==> config.mk <==
export PLATFORM = sky130hd
export DESIGN_NAME = ppm_pulse_decoder_flat
export DESIGN_NICKNAME = d
export VERILOG_FILES = /design/src/rtl/core/ppmd_pkg.sv /design/src/rtl/core/ppmd_if.sv /design/src/rtl/core/ppmd_step.sv /design/src/rtl/core/ppm_pulse_decoder.sv /design/src/flat_wrapper.sv
export SDC_FILE = /design/constraint.sdc
export NUM_CORES = 1
export LEC_CHECK = 0
export BUFFER_PORTS_ARGS = -buffer_cell sky130_fd_sc_hd__buf_2
export CELL_PAD_IN_SITES_DETAIL_PLACEMENT = 1
export CELL_PAD_IN_SITES_GLOBAL_PLACEMENT = 1
export CORE_MARGIN = 5
export CORE_UTILIZATION = 45
export CTS_BUF_LIST = sky130_fd_sc_hd__clkbuf_4
export DETAILED_ROUTE_END_ITERATION = 7
export MAX_ROUTING_LAYER = met4
export PLACE_DENSITY = 0.8
export SYNTH_ARGS = -nofsm -noshare
export SYNTH_HDL_FRONTEND = slang
export SYNTH_SLANG_ARGS = --single-unit
==> constraint.sdc <==
create_clock -name clk -period 10.91 [get_ports clk]
set_input_delay 0.5455 -clock clk [delete_from_list [all_inputs] [get_ports clk]]
set_output_delay 0.5455 -clock clk [all_outputs]
set_load 0.05 [all_outputs]
==> src/rtl/core/ppmd_pkg.sv <==
// Shared types and constants for the pulse-position decoder.
`timescale 1ns / 1ps
package ppmd_pkg;

  localparam int DUR_W         = 15;
  localparam int SHIFT_W       = 4;
  localparam int VALUE_W       = 30;
  localparam int CFG_IDX_W     = 2;
  localparam int CFG_DATA_W    = 15;
  localparam int START_POS     = 3;
  localparam int BITS_PER_SYMBOL_DEF = 2;
  localparam int SYMBOLS_DEF   = 15;

  localparam logic [DUR_W-1:0]   SYMBOL_TICKS_RST    = 15'd16;
  localparam logic [DUR_W-1:0]   TOLERANCE_TICKS_RST = 15'd4;
  localparam logic [DUR_W-1:0]   PAD_TICKS_RST       = 15'd0;
  localparam logic [SHIFT_W-1:0] SLOT_SHIFT_RST      = 4'd4;

  typedef enum logic [CFG_IDX_W-1:0] {
    REG_SYMBOL_TICKS    = 2'd0,
    REG_TOLERANCE_TICKS = 2'd1,
    REG_PAD_TICKS       = 2'd2,
    REG_SLOT_SHIFT      = 2'd3
  } cfg_reg_t;

  typedef struct packed {
    logic [DUR_W-1:0]   symbol_ticks;
    logic [DUR_W-1:0]   tolerance_ticks;
    logic [DUR_W-1:0]   pad_ticks;
    logic [SHIFT_W-1:0] slot_shift;
  } cfg_t;

  typedef struct packed {
    logic             message_start;
    logic [DUR_W-1:0] first_duration;
    logic [DUR_W-1:0] second_duration;
    logic             second_level;
  } rec_t;

  typedef struct packed {
    logic [VALUE_W-1:0] decoded_value;
    logic               upper_emitter;
    logic               message_ok;
  } res_t;

endpackage

==> src/rtl/core/ppmd_if.sv <==
// Valid/ready channel interfaces for records, results and register writes.
`timescale 1ns / 1ps
interface ppmd_rec_if;
  import ppmd_pkg::*;
  logic             valid;
  logic             ready;
  logic             message_start;
  logic [DUR_W-1:0] first_duration;
  logic [DUR_W-1:0] second_duration;
  logic             second_level;

  modport source (output valid, message_start, first_duration, second_duration,
                  second_level, input ready);
  modport sink   (input valid, message_start, first_duration, second_duration,
                  second_level, output ready);
endinterface

interface ppmd_res_if;
  import ppmd_pkg::*;
  logic               valid;
  logic               ready;
  logic [VALUE_W-1:0] decoded_value;
  logic               upper_emitter;
  logic               message_ok;

  modport source (output valid, decoded_value, upper_emitter, message_ok, input ready);
  modport sink   (input valid, decoded_value, upper_emitter, message_ok, output ready);
endinterface

interface ppmd_cfg_if;
  import ppmd_pkg::*;
  logic                  valid;
  logic                  ready;
  logic [CFG_IDX_W-1:0]  index;
  logic [CFG_DATA_W-1:0] data;

  modport source (output valid, index, data, input ready);
  modport sink   (input valid, index, data, output ready);
endinterface

==> src/rtl/core/ppmd_step.sv <==
// Per-record decode: slot arithmetic, window check, symbol packing, state update.
`timescale 1ns / 1ps
module ppmd_step #(
  parameter int BITS_PER_SYMBOL = ppmd_pkg::BITS_PER_SYMBOL_DEF,
  parameter int SYMBOLS         = ppmd_pkg::SYMBOLS_DEF,
  localparam int IDX_W = $clog2(SYMBOLS + 1),
  localparam int POS_W = (BITS_PER_SYMBOL < 2) ? 2 : BITS_PER_SYMBOL
) (
  input  ppmd_pkg::rec_t                rec,
  input  ppmd_pkg::cfg_t                cfg,
  input  logic [IDX_W-1:0]              idx,
  input  logic [POS_W-1:0]              pos,
  input  logic [ppmd_pkg::VALUE_W-1:0]  acc,
  input  logic                          disc,
  output logic [IDX_W-1:0]              idx_nxt,
  output logic [POS_W-1:0]              pos_nxt,
  output logic [ppmd_pkg::VALUE_W-1:0]  acc_nxt,
  output logic                          disc_nxt,
  output logic                          has_res,
  output ppmd_pkg::res_t                res
);
  import ppmd_pkg::*;

  localparam int SUM_W = DUR_W + 2;
  localparam int NP_W  = SUM_W + 1 + POS_W;
  localparam int SH_W  = IDX_W + 4;
  localparam logic [NP_W-1:0] LO = NP_W'(1) << BITS_PER_SYMBOL;
  localparam logic [NP_W-1:0] HI = NP_W'(2) << BITS_PER_SYMBOL;

  logic [IDX_W-1:0]         eff_idx;
  logic [POS_W-1:0]         eff_pos;
  logic [VALUE_W-1:0]       eff_acc;
  logic                     active;
  logic [SUM_W-1:0]         plus;
  logic [SUM_W-1:0]         diff;
  logic [NP_W-1:0]          new_pos;
  logic [BITS_PER_SYMBOL-1:0] sym;
  logic [SH_W-1:0]          shift_at;
  logic [DUR_W:0]           thresh;
  logic                     upper;

  always_comb begin
    active   = rec.message_start || !disc;
    eff_idx  = rec.message_start ? '0 : idx;
    eff_pos  = rec.message_start ? POS_W'(START_POS) : pos;
    eff_acc  = rec.message_start ? '0 : acc;
    plus     = SUM_W'(rec.first_duration) + SUM_W'(rec.second_duration)
             + SUM_W'(cfg.tolerance_ticks);
    diff     = plus - SUM_W'(cfg.pad_ticks);
    new_pos  = NP_W'(eff_pos) + NP_W'(diff >> cfg.slot_shift);
    sym      = new_pos[BITS_PER_SYMBOL-1:0];
    shift_at = SH_W'(eff_idx) * SH_W'(BITS_PER_SYMBOL);
    thresh   = (DUR_W+1)'(cfg.symbol_ticks) + (DUR_W+1)'(cfg.tolerance_ticks);
    upper    = (DUR_W+1)'(rec.first_duration) > thresh;
  end

  always_comb begin
    idx_nxt  = idx;
    pos_nxt  = pos;
    acc_nxt  = acc;
    disc_nxt = disc;
    has_res  = 1'b0;
    res      = '0;
    if (active) begin
      idx_nxt  = eff_idx;
      pos_nxt  = eff_pos;
      acc_nxt  = eff_acc;
      disc_nxt = 1'b0;
      if (eff_idx == '0 && rec.second_level) begin
        has_res  = 1'b1;
        disc_nxt = 1'b1;
      end else if (eff_idx >= IDX_W'(SYMBOLS)) begin
        has_res  = 1'b1;
        disc_nxt = 1'b1;
        if (rec.second_duration == '0) begin
          res.decoded_value = eff_acc;
          res.upper_emitter = upper;
          res.message_ok    = 1'b1;
        end
      end else if (rec.second_duration == '0 || plus < SUM_W'(cfg.pad_ticks) ||
                   new_pos < LO || new_pos >= HI) begin
        has_res  = 1'b1;
        disc_nxt = 1'b1;
      end else begin
        pos_nxt = POS_W'(sym);
        acc_nxt = eff_acc | (VALUE_W'(sym) << shift_at);
        idx_nxt = eff_idx + 1'b1;
      end
    end
  end

endmodule

==> src/rtl/core/ppm_pulse_decoder.sv <==
// Top level of the pulse-position decoder: register file, record stage, result register.
//
// Channels: in_rec takes pulse records, out_res gives one result per message,
// cfg_wr writes the four timing registers (index 0..3); cfg_wr.ready is always high.
// A transfer on in_rec loads the record stage. Once the result register is free, the
// record is decoded against the message state and, when it ends a message, the result
// register is loaded and offered on out_res.
// One record per cycle is sustained while out_res does not stall; the decode is
// add, shift and window compare logic between the record stage and result register.
// A message is SYMBOLS+1 records starting with message_start; a failed or
// finished message yields exactly one result, and records up to the next
// message_start are dropped.
// Reset clears both stages, loads the register defaults and waits for a start.
// When out_res stalls, the held result waits and the record stage holds one more
// record; in_rec.ready drops only when both are full and out_res.ready is low.
`timescale 1ns / 1ps
module ppm_pulse_decoder #(
  parameter int BITS_PER_SYMBOL = ppmd_pkg::BITS_PER_SYMBOL_DEF,
  parameter int SYMBOLS         = ppmd_pkg::SYMBOLS_DEF
) (
  input  logic      clk,
  input  logic      rst_n,
  ppmd_rec_if.sink  in_rec,
  ppmd_res_if.source out_res,
  ppmd_cfg_if.sink  cfg_wr
);
  import ppmd_pkg::*;

  localparam int IDX_W = $clog2(SYMBOLS + 1);
  localparam int POS_W = (BITS_PER_SYMBOL < 2) ? 2 : BITS_PER_SYMBOL;

  cfg_t               cfg_r;
  rec_t               rec_r;
  logic               rec_valid_r;
  res_t               res_r;
  logic               res_valid_r;
  logic [IDX_W-1:0]   idx_r, idx_nxt;
  logic [POS_W-1:0]   pos_r, pos_nxt;
  logic [VALUE_W-1:0] acc_r, acc_nxt;
  logic               disc_r, disc_nxt;
  logic               has_res;
  res_t               res_nxt;
  logic               out_free;
  logic               step_fire;
  logic               in_xfer;

  assign out_free  = !res_valid_r || out_res.ready;
  assign step_fire = rec_valid_r && out_free;
  assign in_rec.ready = !rec_valid_r || out_free;
  assign in_xfer   = in_rec.valid && in_rec.ready;
  assign cfg_wr.ready = 1'b1;

  assign out_res.valid         = res_valid_r;
  assign out_res.decoded_value = res_r.decoded_value;
  assign out_res.upper_emitter = res_r.upper_emitter;
  assign out_res.message_ok    = res_r.message_ok;

  ppmd_step #(
    .BITS_PER_SYMBOL (BITS_PER_SYMBOL),
    .SYMBOLS         (SYMBOLS)
  ) u_step (
    .rec      (rec_r),
    .cfg      (cfg_r),
    .idx      (idx_r),
    .pos      (pos_r),
    .acc      (acc_r),
    .disc     (disc_r),
    .idx_nxt  (idx_nxt),
    .pos_nxt  (pos_nxt),
    .acc_nxt  (acc_nxt),
    .disc_nxt (disc_nxt),
    .has_res  (has_res),
    .res      (res_nxt)
  );

  always_ff @(posedge clk) begin
    if (!rst_n) begin
      cfg_r.symbol_ticks    <= SYMBOL_TICKS_RST;
      cfg_r.tolerance_ticks <= TOLERANCE_TICKS_RST;
      cfg_r.pad_ticks       <= PAD_TICKS_RST;
      cfg_r.slot_shift      <= SLOT_SHIFT_RST;
    end else if (cfg_wr.valid) begin
      unique case (cfg_reg_t'(cfg_wr.index))
        REG_SYMBOL_TICKS:    cfg_r.symbol_ticks    <= cfg_wr.data;
        REG_TOLERANCE_TICKS: cfg_r.tolerance_ticks <= cfg_wr.data;
        REG_PAD_TICKS:       cfg_r.pad_ticks       <= cfg_wr.data;
        REG_SLOT_SHIFT:      cfg_r.slot_shift      <= cfg_wr.data[SHIFT_W-1:0];
        default: ;
      endcase
    end
  end

  always_ff @(posedge clk) begin
    if (!rst_n) begin
      rec_valid_r <= 1'b0;
      res_valid_r <= 1'b0;
      idx_r       <= '0;
      pos_r       <= POS_W'(START_POS);
      acc_r       <= '0;
      disc_r      <= 1'b1;
    end else begin
      if (in_xfer) begin
        rec_valid_r <= 1'b1;
      end else if (step_fire) begin
        rec_valid_r <= 1'b0;
      end
      if (step_fire) begin
        res_valid_r <= has_res;
        idx_r       <= idx_nxt;
        pos_r       <= pos_nxt;
        acc_r       <= acc_nxt;
        disc_r      <= disc_nxt;
      end else if (out_res.ready) begin
        res_valid_r <= 1'b0;
      end
    end
  end

  always_ff @(posedge clk) begin
    if (in_xfer) begin
      rec_r.message_start   <= in_rec.message_start;
      rec_r.first_duration  <= in_rec.first_duration;
      rec_r.second_duration <= in_rec.second_duration;
      rec_r.second_level    <= in_rec.second_level;
    end
    if (step_fire && has_res) begin
      res_r <= res_nxt;
    end
  end

endmodule

==> src/flat_wrapper.sv <==
// flat-port wrapper written by rule: the top's interface ports become plain ports
module ppm_pulse_decoder_flat import ppmd_pkg::*;
#(
  parameter int BITS_PER_SYMBOL = ppmd_pkg::BITS_PER_SYMBOL_DEF,
  parameter int SYMBOLS         = ppmd_pkg::SYMBOLS_DEF
)
  (clk, rst_n, in_rec_valid, in_rec_message_start, in_rec_first_duration, in_rec_second_duration, in_rec_second_level, in_rec_ready, out_res_valid, out_res_decoded_value, out_res_upper_emitter, out_res_message_ok, out_res_ready, cfg_wr_valid, cfg_wr_index, cfg_wr_data, cfg_wr_ready);
  ppmd_rec_if in_rec_i ();
  ppmd_res_if out_res_i ();
  ppmd_cfg_if cfg_wr_i ();
  input  logic clk;
  input  logic rst_n;
  input wire logic [$bits(in_rec_i.valid)-1:0] in_rec_valid;
  input wire logic [$bits(in_rec_i.message_start)-1:0] in_rec_message_start;
  input wire logic [$bits(in_rec_i.first_duration)-1:0] in_rec_first_duration;
  input wire logic [$bits(in_rec_i.second_duration)-1:0] in_rec_second_duration;
  input wire logic [$bits(in_rec_i.second_level)-1:0] in_rec_second_level;
  output wire logic [$bits(in_rec_i.ready)-1:0] in_rec_ready;
  output wire logic [$bits(out_res_i.valid)-1:0] out_res_valid;
  output wire logic [$bits(out_res_i.decoded_value)-1:0] out_res_decoded_value;
  output wire logic [$bits(out_res_i.upper_emitter)-1:0] out_res_upper_emitter;
  output wire logic [$bits(out_res_i.message_ok)-1:0] out_res_message_ok;
  input wire logic [$bits(out_res_i.ready)-1:0] out_res_ready;
  input wire logic [$bits(cfg_wr_i.valid)-1:0] cfg_wr_valid;
  input wire logic [$bits(cfg_wr_i.index)-1:0] cfg_wr_index;
  input wire logic [$bits(cfg_wr_i.data)-1:0] cfg_wr_data;
  output wire logic [$bits(cfg_wr_i.ready)-1:0] cfg_wr_ready;
  assign in_rec_i.valid = in_rec_valid;
  assign in_rec_i.message_start = in_rec_message_start;
  assign in_rec_i.first_duration = in_rec_first_duration;
  assign in_rec_i.second_duration = in_rec_second_duration;
  assign in_rec_i.second_level = in_rec_second_level;
  assign in_rec_ready = in_rec_i.ready;
  assign out_res_valid = out_res_i.valid;
  assign out_res_decoded_value = out_res_i.decoded_value;
  assign out_res_upper_emitter = out_res_i.upper_emitter;
  assign out_res_message_ok = out_res_i.message_ok;
  assign out_res_i.ready = out_res_ready;
  assign cfg_wr_i.valid = cfg_wr_valid;
  assign cfg_wr_i.index = cfg_wr_index;
  assign cfg_wr_i.data = cfg_wr_data;
  assign cfg_wr_ready = cfg_wr_i.ready;
  ppm_pulse_decoder #(.BITS_PER_SYMBOL(BITS_PER_SYMBOL), .SYMBOLS(SYMBOLS)) u_core (.clk(clk), .rst_n(rst_n), .in_rec(in_rec_i), .out_res(out_res_i), .cfg_wr(cfg_wr_i));
endmodule
==> metrics.yaml, run 1 <==
status: "finished clean"
ir_drop_mv: 0.0827
pwr-share-seq: 0.332
internal_power_mw: 1.07
clk_latency_ps: 590
syn-num-nets: 1252
critPathMaxStageDelay_ps: 770
synth-edff-count: 64
fin_util: 0.501
gp_congestion: 0.876
seq_area_mm2: 0.00368
ys_ff_latch: 152
fin_crit_ps: 8550
gr-total-overflow: 0
timing.final.ws_setup_ps: 2360
end_kind: "flop"
power.clock.fraction: 0.210
synth_area_mm2: 0.00992
criticalPathCategory: "reg2reg"
routedWlPerCell_um: 19.5
min_path_type: "in2reg"
grt_setup_unrepaired: "no"
cts_root_buf: "clkbuf_4"
critPathMaxFanout: 42
dpl.hpwl_mm: 21.7
placed_area_mm2: 0.0106
design_area_mm2: 0.0109
layout-drive-gt1-share: 0.137
core_mm2: 0.0218
cp_slowest_cell: "inv_1"
crit_buf_inv: 3
post_cts_buffers: 0
clk_pin_slew_ps: 160
maxCapViolations: 0
cts_tree: "done"
finalSetupTns_ps: 0
routed_via_density: 5.90
layout_commonest_cell: "nand2_1"
fin_cells: 1473
worst_slew_pin_slew_ps: 1200
synthFlopType: "dfxtp_1"
hold_slack_ps: 129
setup_viol: 0
cts_buffers: 17
syn_avg_cell_area_um2: 8.89
startpoint_type: "flop"
area_delta_synth_final_pct: 9.82
fin_skew_ps: 37.1
cpLargestDelayFamily: "compound AO/OA/AOI/OAI gates"
grt_pass1_wl_mm: 46.5
die_w_um: 158
synthArstFlopShare: 0
switching_share: 0.429
cp.arrival_ps: 8860
nFillCells: 2630
power_density_mw_per_mm2: 172
required_ps: 11210
drt_wl_total_mm: 28.7
die_area_mm2: 0.0251
htreeDepth: 4
drtIter0Drc: 579
comb_power_share: 0.458
dpl.cell_count: 1439
ys_warn_count: 0
clock-sinks: 152
cts_resized: 0
multi_input_area_mm2: 0.00584
grt_pass1_vias: 9078
nNetsFinal: 1314
rows: 54
hold_viol_final: 0
port_buffers: 87
first_pass_iters: 6
relSlewSlack: 0.198
yosys.cell_types.count: 81
cts_hold_buf: 0
vias: 8685
cts_max_path_buffers: 2
final_cell_mix: "177 x nand2_1, 128 x a21oi_1, 88 x dfxtp_1"
initial_core_util: 0.456
drv_slew: 0
yosysSeqAreaShare: 0.371
ant_nets: 0
pre_cts_ws_ps: 2350
max_freq_ghz: 0.117
p_leak_nw: 4.19
total_power_mw: 1.87
grt_max_degree: 81
switchingPower_mw: 0.802
grt_use_total: 0.239
synthCells: 1116
fp.dieH_um: 158
antenna_found_initial: 1
drc: 0
num_io_pins: 89
period_share: 0.784
cells in the mapped netlist, drive strengths merged (29+ instances only):
library cell | number | area (um^2)
or4 | 31 | 233
clkbuf | 46 | 174
a21oi | 128 | 641
o21ai | 38 | 190
nand2 | 177 | 664
nand3 | 29 | 145
ha | 63 | 788
edfxtp | 64 | 1920
and2 | 36 | 225
dfxtp | 88 | 1760
nor2 | 53 | 201
inv | 46 | 173
power groups by stage:
stage | registers [mW] | clock network [mW] | logic, mW
floorplan | 0.635 | 0 | 0.637
global route | 0.623 | 0.430 | 0.940
global placement | 0.633 | 0 | 0.821
detailed placement | 0.634 | 0 | 0.840
finish | 0.621 | 0.393 | 0.856
CTS | 0.621 | 0.400 | 0.848
layout make-up:
| cell class | count | share of cell area |
|---|---|---|
| inverters | 47 | 0.0162 |
| multi-input cells | 863 | 0.536 |
| repair buffers | 97 | 0.0469 |
| clock inverters | 15 | 0.0188 |
| well taps | 280 | 0.0322 |
| flip-flops and latches | 152 | 0.338 |
| diodes | 2 | 0.000459 |
| clock buffers | 17 | 0.0117 |
final timing paths:
| path | slack (ps) | cells after the start | endpoint | from |
|---|---|---|---|---|
| worst max-delay path | 2360 | 29 | u_core.out_res.decoded_value[0] | u_core.rec_r[2] |
| worst max register to register | 2360 | 29 | u_core.out_res.decoded_value[0] | u_core.rec_r[2] |
| worst min register to register | 460 | 2 | u_core.acc_r[22] | u_core.acc_r[22] |
| worst min-delay path | 130 | 1 | u_core.rec_r[28] | in_rec_first_duration[12] |
sequential cells by signal (all words and copies together), names as in the netlist:
signal / count
u_core.idx_r: 4
u_core.out_res.decoded_value: 30
u_core.cfg_r: 49
u_core.out_res.upper_emitter: 1
u_core.rec_valid_r: 1
u_core.out_res.message_ok: 1
u_core.disc_r: 1
u_core.out_res.valid: 1
u_core.acc_r: 30
u_core.pos_r: 2
u_core.rec_r: 32
kinds of logic (layout without fill, tap and decap cells):
family	after synthesis	count (layout)	synth area share
fa+ha+maj	82	82	0.118
buf+inv	101	176	0.0414
xor+xnor	38	38	0.0362
simple gates	437	437	0.221
other cells	1	3	0.000378
mux	21	21	0.0290
compound gates	284	284	0.183
flops	152	152	0.371
routing by layer:
metal	vias to the layer above	track usage	wire length (um)
met2	216	0.408	14400
met3	39	0.0340	1230
met4	0	0.0593	530
met1	4266	0.299	12500
li1	4164	-	-
met5	-	-	0
Power figures use the tool's default switching activity.
==> run 2, diff against run 1 <==
CORE_UTILIZATION = 43   (was 45)
clock period = 7.84 ns   (was 10.91 ns; I/O delays follow)
==> run 2 against run 1 <==
- setup slack worse by 2000 ps
- hold slack worse by 65 ps
- critical path depth down 3
- non-clock buffer count up 43
==> metrics.yaml, run 2 (same netlist as run 1, synthesis figures left out) <==
status: "finished clean"
layout-drive-gt1-share: 0.147
num_io_pins: 89
p_leak_nw: 4.39
grt_setup_unrepaired: "no"
nNetsFinal: 1357
drt_wl_total_mm: 30.2
rows: 55
worst_slew_pin_slew_ps: 1060
multi_input_area_mm2: 0.00589
die_area_mm2: 0.0262
maxCapViolations: 0
hold_start: "in_rec_valid"
pwr-share-seq: 0.318
internal_power_mw: 1.61
finalSetupTns_ps: 0
cts_tree: "done"
power.clock.fraction: 0.220
gp_congestion: 0.883
switching_share: 0.409
largest_register_ffs: 49
die_w_um: 162
layout_commonest_cell: "nand2_1"
fin_skew_ps: 27.8
routedWlPerCell_um: 19.9
cp.arrival_ps: 7970
ant_nets: 0
relSlewSlack: 0.293
cts_buffers: 17
final_cell_mix: "177 x nand2_1, 125 x a21oi_1, 88 x dfxtp_1"
gr-total-overflow: 0
vias: 8875
dpl.hpwl_mm: 22.1
comb_power_share: 0.462
ir_drop_mv: 0.141
seq_area_mm2: 0.00368
antenna_found_initial: 1
required_ps: 8330
grt_pass1_vias: 9286
fp.dieH_um: 162
clk_latency_ps: 580
switchingPower_mw: 1.11
area_delta_synth_final_pct: 14.7
fin_util: 0.501
grt_pass1_wl_mm: 48.6
criticalPathCategory: "reg2reg"
placed_area_mm2: 0.0106
clock-sinks: 152
drtIter0Drc: 508
htreeDepth: 4
nFillCells: 2705
grt_use_total: 0.236
fin_crit_ps: 7480
crit_start: "u_core.rec_r[2]"
design_area_mm2: 0.0114
cts_max_path_buffers: 2
drc: 0
critPathMaxFanout: 43
drv_slew: 0
r2r_slack_ps: 360
total_power_mw: 2.72
top_regs: "u_core.cfg_r (49), u_core.rec_r (32)"
max_freq_ghz: 0.134
setup_viol: 0
cts_root_buf: "clkbuf_4"
routed_via_density: 5.84
port_buffers: 87
startpoint_type: "flop"
pre_cts_ws_ps: 177
grt_max_degree: 50
regMostFlops: "u_core.cfg_r"
period_share: 0.954
timing.final.ws_setup_ps: 358
min_path_type: "in2reg"
first_pass_iters: 5
initial_core_util: 0.437
power_density_mw_per_mm2: 239
end_kind: "flop"
clk_pin_slew_ps: 150
hold_viol_final: 0
core_mm2: 0.0227
rr_startpoint: "u_core.rec_r[2]"
run 2: cell count changes in the layout (fill, tap and decap cells not counted), moves of 3 or more:
cell,previous run,this run
a21oi_1,128,125
inv_8,3,0
clkinv_8,6,0
a21oi_2,0,3
dlygate4sd3_1,0,32
inv_6,3,7
buf_4,10,19
bufinv_16,1,4
run 2: repair_timing:
action	CTS	global route
resized for setup	0	11
hold endpoints to repair	32	0
endpoints found under the setup margin	0	70
hold buffers	32	0
buffers inserted	0	5
run 2: cell type report:
class                      count  share of cell area
antenna                        1            0.000220
clock buffer                  17              0.0112
clock inverter                15              0.0186
inverter                      47              0.0155
multi-input combinational    863               0.518
sequential                   152               0.324
tap                          285              0.0313
timing repair buffer         140              0.0817
run 2: per-layer routing:
metal	vias to the layer above	global-route usage	routed length, um
met5	-	-	0
met4	0	0.0746	828
met3	63	0.0315	923
met2	210	0.426	15800
met1	4330	0.272	12600
li1	4272	-	-
run 2: stage by stage:
stage | instances | hold WS (ps)
detailed placement | 1450 | 442
floorplan | 1116 | 427
finish | 1520 | 64.0
CTS | 1514 | 18.8
global route | 1520 | 32.3
global placement | 1450 | 437
run 2: final timing paths:
check                                          end  cells past startpoint
worst max-delay path               u_core.acc_r[5]                     26
worst min-delay path            u_core.rec_valid_r                      3
worst max register to register     u_core.acc_r[5]                     26
worst min register to register    u_core.acc_r[19]                      2
run 2: power groups by stage:
stage                     registers (mW)  logic, mW  clock network [mW]
after floorplan                    0.884      0.887                   0
after global placement             0.881       1.16                   0
after detailed placement           0.883       1.19                   0
after CTS                          0.865       1.21               0.612
after global routing               0.868       1.38               0.643
final                              0.865       1.26               0.599
run 2: worst max-delay path, stage by stage, from the launching register on:
cell	delay [ps]
edfxtp_1	450
fa_1	500
ha_1	250
fa_1	430
a21oi_2	210
o22ai_2	150
o21ai_0	160
nand2b_1	70
a21oi_1	170
xnor2_1	140
ha_2	350
a21oi_2	200
o21ai_1	100
a21o_1	240
or4_1	470
and3_1	260
mux4_2	510
mux4_2	510
ha_1	310
a21oi_2	70
a21o_1	180
nor3_1	180
mux2i_1	100
or3_1	420
buf_6	210
or4_1	550
a21oi_1	180
